--- config.mk ---
export PLATFORM = sky130hd
export DESIGN_NAME = encoder_angle_burst_frame_receiver
export DESIGN_NICKNAME = d
export VERILOG_FILES = /design/src/design/eabfr_pkg.sv /design/src/design/encoder_angle_burst_frame_receiver.sv
export VERILOG_INCLUDE_DIRS = /design/src /design/src/design
export SDC_FILE = /design/constraint.sdc
export NUM_CORES = 1
export LEC_CHECK = 0
export BUFFER_PORTS_ARGS = -buffer_cell sky130_fd_sc_hd__buf_2
export CAP_MARGIN = 20
export CORE_ASPECT_RATIO = 1.25
export CORE_MARGIN = 2
export CORE_UTILIZATION = 45
export CTS_CLUSTER_DIAMETER = 80
export DETAILED_ROUTE_END_ITERATION = 6
export PLACE_DENSITY = 0.64
export REMOVE_ABC_BUFFERS = 1
export SLEW_MARGIN = 20
export SYNTH_ARGS = -nofsm -noshare
export SYNTH_HDL_FRONTEND = slang
export SYNTH_SLANG_ARGS = --single-unit
--- constraint.sdc ---
create_clock -name clk -period 7.5 [get_ports clk]
set_clock_uncertainty 0.1 [all_clocks]
set_input_delay 0.75 -clock clk [delete_from_list [all_inputs] [get_ports clk]]
set_output_delay 0.75 -clock clk [all_outputs]
set_load 0.005 [all_outputs]
--- src/design/assert_macros.svh ---
// Assertion macros used by the RTL module of the frame receiver.
`ifndef ASSERT_MACROS_SVH
`define ASSERT_MACROS_SVH
`ifndef NO_ASSERTIONS
// Implication checked at every rising edge of clk outside reset.
`define ASSERT_CLK(lbl, prop) \
	lbl: assert property (@(posedge clk) disable iff (!arst_n) prop) \
	else $error("assertion failed");
// Condition that must never hold at a rising edge of clk outside reset.
`define ASSERT_NEVER(lbl, cond) \
	lbl: assert property (@(posedge clk) disable iff (!arst_n) !(cond)) \
	else $error("forbidden condition seen");
`else
`define ASSERT_CLK(lbl, prop)
`define ASSERT_NEVER(lbl, cond)
`endif
`endif

--- src/design/eabfr_pkg.sv ---
// Package with the constants, word layout and CRC function of the frame receiver.
package eabfr_pkg;

	// Frame byte positions.
	localparam logic [2:0] POS_FIRST  = 3'd0;
	localparam logic [2:0] POS_SECOND = 3'd1;
	localparam logic [2:0] POS_HIGH   = 3'd2;
	localparam logic [2:0] POS_MID    = 3'd3;
	localparam logic [2:0] POS_LOW    = 3'd4;
	localparam logic [2:0] POS_CRC    = 3'd5;
	localparam logic [2:0] POS_IDLE   = 3'd6;

	// CRC-8 generator polynomial, initial value zero.
	localparam logic [7:0] CRC_POLY = 8'h07;
	localparam logic [7:0] CRC_INIT = 8'h00;

	// Result word layout, highest bits first.
	localparam int ANGLE_W = 21;
	localparam int CRC_W   = 8;
	localparam int RES_W   = ANGLE_W + 2 * CRC_W + 1;
	localparam int OUT_W   = ((RES_W + 7) / 8) * 8;

	typedef struct packed {
		logic             crc_match;
		logic [CRC_W-1:0] crc_computed;
		logic [CRC_W-1:0] crc_received;
		logic [ANGLE_W-1:0] angle_raw;
	} result_t;

	// One byte of CRC-8, most significant bit first.
	function automatic logic [7:0] crc8_update(input logic [7:0] crc, input logic [7:0] b);
		logic [7:0] c;
		c = crc ^ b;
		for (int i = 0; i < 8; i++) begin
			if (c[7]) begin
				c = {c[6:0], 1'b0} ^ CRC_POLY;
			end else begin
				c = {c[6:0], 1'b0};
			end
		end
		return c;
	endfunction

endpackage

--- src/design/encoder_angle_burst_frame_receiver.sv ---
// Burst angle frame receiver: byte tracking, CRC-8 check and result output.
// The result word is registered in the output register, or in the skid register if a word waits.
// Throughput: one byte per cycle while the skid register is empty.
// An output register plus one skid register keep input flowing while a result waits.
// Reset (arst_n low, asynchronous) empties the output and leaves the block idle
// until a word with frame_start arrives.
`include "assert_macros.svh"

module encoder_angle_burst_frame_receiver
	import eabfr_pkg::*;
(
	input  logic             clk,
	input  logic             arst_n,
	input  logic             s_axis_tvalid,
	output logic             s_axis_tready,
	input  logic [7:0]       s_axis_tdata,  // [7:0] rx_byte
	input  logic             s_axis_tuser,  // [0] frame_start
	output logic             m_axis_tvalid,
	input  logic             m_axis_tready,
	output logic [OUT_W-1:0] m_axis_tdata   // [20:0] angle_raw, [28:21] crc_received,
	                                        // [36:29] crc_computed, [37] crc_match, rest zero
);

	logic [2:0] pos_q;
	logic [7:0] crc_q;
	logic [7:0] high_q;
	logic [7:0] mid_q;
	logic [7:0] low_q;
	logic       out_valid_q;
	logic       skid_valid_q;
	result_t    out_q;
	result_t    skid_q;

	logic       accept;
	logic [2:0] pos_eff;
	logic [7:0] crc_eff;
	logic [7:0] crc_upd;
	logic [2:0] pos_next;
	logic       res_fire;
	result_t    res;

	// A word is taken whenever the skid register is free.
	assign s_axis_tready = !skid_valid_q;
	assign accept        = s_axis_tvalid && s_axis_tready;

	// A frame start restarts at byte zero with a cleared CRC.
	assign pos_eff = s_axis_tuser ? POS_FIRST : pos_q;
	assign crc_eff = s_axis_tuser ? CRC_INIT : crc_q;
	assign crc_upd = crc8_update(crc_eff, s_axis_tdata);

	// Next byte position; saturates at idle after the CRC byte.
	always_comb begin
		case (pos_eff)
			POS_FIRST:  pos_next = POS_SECOND;
			POS_SECOND: pos_next = POS_HIGH;
			POS_HIGH:   pos_next = POS_MID;
			POS_MID:    pos_next = POS_LOW;
			POS_LOW:    pos_next = POS_CRC;
			default:    pos_next = POS_IDLE;
		endcase
	end

	// Result assembled from the captured payload and the CRC byte.
	assign res_fire         = accept && (pos_eff == POS_CRC);
	assign res.angle_raw    = {high_q, mid_q, low_q[7:3]};
	assign res.crc_received = s_axis_tdata;
	assign res.crc_computed = crc_eff;
	assign res.crc_match    = (crc_eff == s_axis_tdata);

	// Byte position and CRC accumulator.
	always_ff @(posedge clk or negedge arst_n) begin
		if (!arst_n) begin
			pos_q <= POS_IDLE;
			crc_q <= CRC_INIT;
		end else if (accept) begin
			pos_q <= pos_next;
			if (pos_eff == POS_HIGH || pos_eff == POS_MID || pos_eff == POS_LOW) begin
				crc_q <= crc_upd;
			end else begin
				crc_q <= crc_eff;
			end
		end
	end

	// Payload byte capture.
	always_ff @(posedge clk) begin
		if (accept) begin
			case (pos_eff)
				POS_HIGH: high_q <= s_axis_tdata;
				POS_MID:  mid_q  <= s_axis_tdata;
				POS_LOW:  low_q  <= s_axis_tdata;
				default:  ;
			endcase
		end
	end

	// Output and skid valid flags.
	always_ff @(posedge clk or negedge arst_n) begin
		if (!arst_n) begin
			out_valid_q  <= 1'b0;
			skid_valid_q <= 1'b0;
		end else if (!out_valid_q || m_axis_tready) begin
			out_valid_q  <= skid_valid_q || res_fire;
			skid_valid_q <= 1'b0;
		end else if (res_fire) begin
			skid_valid_q <= 1'b1;
		end
	end

	// Output and skid data.
	always_ff @(posedge clk) begin
		if (!out_valid_q || m_axis_tready) begin
			out_q <= skid_valid_q ? skid_q : res;
		end else if (res_fire) begin
			skid_q <= res;
		end
	end

	assign m_axis_tvalid = out_valid_q;
	assign m_axis_tdata  = {{(OUT_W - RES_W){1'b0}}, out_q};

	// The skid register only fills behind a waiting output word.
	`ASSERT_CLK(a_skid_behind_out, skid_valid_q |-> out_valid_q)
	// An accepted CRC byte is always followed by a valid output word on the next cycle.
	`ASSERT_CLK(a_crc_byte_result, res_fire |=> out_valid_q)
	// The byte position never reaches the unused code.
	`ASSERT_NEVER(a_pos_legal, pos_q == 3'd7)
	// The match flag agrees with the two CRC fields of the output word.
	`ASSERT_CLK(a_match_flag, out_valid_q |->
		(out_q.crc_match == (out_q.crc_computed == out_q.crc_received)))

endmodule

==> metrics.txt <==
status=complete, no violations; critical path arrival=2650 ps; CTS Buffer Depth=2; clk slew on worst S/H paths=70 ps; Syn Std Cell Area=4370 um^2; setup bufs post-CTS=0; WP data required=between 7000 and 8000 ps; Yosys reg bits=110; Worst Path Class, Setup=reg -> reg; startpoint type of the worst setup path=flip-flop; post-DR vias/cell=5.01; Yosys cell types=38; vias in the first global route=2155; highest clock rate=roughly 0.37 GHz; setup violators final=0; Iteration-0 DRC Markers=80; Hold WC Path Type=in -> async; largest area contributor in the netlist=edfxtp_1; Max H-tree Level=3; final worst-path cycle share=0.359; slew margin rel.=0.375; DR WL/cell=around 16 um; Pleak=about 0.0019 uW; min cycle time layout=2690 ps; Buffers on Ports=52; Top Ports=55; hold_buf cts=0; CP max FO=24; Final Util=0.535; clk_lat worst skew=around 340 ps; grt met2 use=0.238; Area contributors post-synth=edfxtp_1, mux2_2, dfrtp_1; die footprint=10500 um^2; CTS tree=built; GR Layer Usage met3=0.0276; Final Hold Viols=0; EDFF count, synth=97; drt first pass iters=4; CTS buffer count=9; # rows=40; Fin Setup TNS=0 ps; yosys warns=0; largest net degree at the start of global routing=between 40 and 50; post_cts resized=0; gr ovfl total=0; # DRC=0; Top FF cell, synth=edfxtp_1; layout cells sized above 1=0.383; Placeable Area=9510 um^2; met1 Track Usage GR=0.177; ANT cells=0; r2r setup slk=~4800 ps; RSZ-0062 raised after global routing=no; max cap viols=0; initial antenna violation count=0; worst slew pin tran=about 930 ps; first-pass GRT wire length=roughly 11000 um; Area after DPL=~4800 um^2; remaining antenna violation count after routing=0; max-slew violation count=0; DP HPWL=4600 um; Layout area overhead=16.4%; filler instances=~800; Clock Sinks=between 100 and 150; die height=~110 um; Die X=92.1 um; Async SR Flop Fraction=0.118; CTS Root Cell=clkbuf_16; post-layout instance area=~5100 um^2; Most Crowded Layer GR=met2; Total Nets Final=roughly 320; Seq/Total Area, Yosys=0.741; Synth top area share=0.666; Initial Util=0.460; Post-Syn Area per Cell=17.8 um^2; VDD IR max=0.000147 V; post-synthesis cell count=245; top post-synthesis cells by count=edfxtp_1, mux2_2, xnor2_1; cell with the most instances after synthesis=edfxtp_1; total track usage=0.144; final wirelength=just over 7000 um; Power Dens Cells=around 270 nW/um^2; vias=between 2000 and 2500; Critical Path End Type=flip-flop; Final Wtd Congestion=approximately 0.76
path summary, 6_finish.rpt:
kind	to	startpoint	cells after the start
max	high_q[2]$_DFFE_PP_	skid_valid_q$_DFFE_PN0P_	5
min	m_axis_tvalid$_DFFE_PN0N_	arst_n	1
max reg2reg	high_q[2]$_DFFE_PP_	skid_valid_q$_DFFE_PN0P_	5
min reg2reg	skid_q[20]$_DFFE_PP_	high_q[7]$_DFFE_PP_	0
max in group asynchronous	pos_q[2]$_DFFE_PN1P_	arst_n	1
min in group clk	skid_q[20]$_DFFE_PP_	high_q[7]$_DFFE_PP_	0
state kept, by name, summed over array words and instances, names as in the netlist:
signal         count
crc_q              8
mid_q              8
low_q              5
skid_q            38
high_q             8
pos_q              3
m_axis_tvalid      1
m_axis_tdata      38
skid_valid_q       1
cells by family (layout without fill, tap and decap cells):
group | after synthesis | after routing | share of synthesized area
flops | 110 | 110 | 0.741
xor+xnor | 23 | 23 | 0.0593
buf+inv | 13 | 75 | 0.0152
simple gates | 38 | 38 | 0.0475
other cells | 1 | 2 | 0.000858
mux | 37 | 37 | 0.0953
fa+ha+maj | 3 | 3 | 0.00859
compound gates | 20 | 20 | 0.0318
layout make-up:
class / instances / area [um^2] / share of cell area
clock inverter: 4 / 50.0 / 0.00984
multi-input combinational: 123 / 1080 / 0.212
inverter: 2 / 7.51 / 0.00148
sequential: 110 / 3240 / 0.637
tap: 126 / 158 / 0.0310
timing repair buffer: 57 / 318 / 0.0625
clock buffer: 12 / 236 / 0.0465
metal layers:
metal	up-vias	routed length [um]
met4	0	183
li1	1044	-
met5	-	0
met2	42	3590
met3	13	195
met1	1076	3140
through the flow:
| step | total power, uW | setup WS, ps | cells | hold WS, ps |
|---|---|---|---|---|
| 2_1_floorplan | 881 | 1360 | 235 | 322 |
| 3_3_place_gp | 934 | 4600 | 417 | 330 |
| 3_5_place_dp | 939 | 4540 | 417 | 337 |
| 4_1_cts | 1390 | 4800 | 433 | 187 |
| 5_1_grt | 1440 | 4600 | 434 | 204 |
| 6_report | 1380 | 4810 | 434 | 184 |
placed cells by master, fill, tap and decap left out, drive strengths merged, types with 5 or more instances in the layout:
cell type / count
buf: 57
a21oi: 5
mux2: 37
dfrtp: 11
nor2: 8
nand2: 8
edfxtp: 97
a22o: 5
nor2b: 9
clkbuf: 12
xnor2: 17
report_power, final:
part	total [uW]	internal, uW	switching [uW]
logic	190	98.5	91.8
registers	736	715	21.8
clock network	455	259	196
total	1380	1070	310
critical path: stages (launching register included):
cell and delay [ps]:
dfrtp_1 540, buf_4 320, inv_2 250, nand2_1 230
nor3_1 680, buf_4 270
Power figures use the tool's default switching activity.
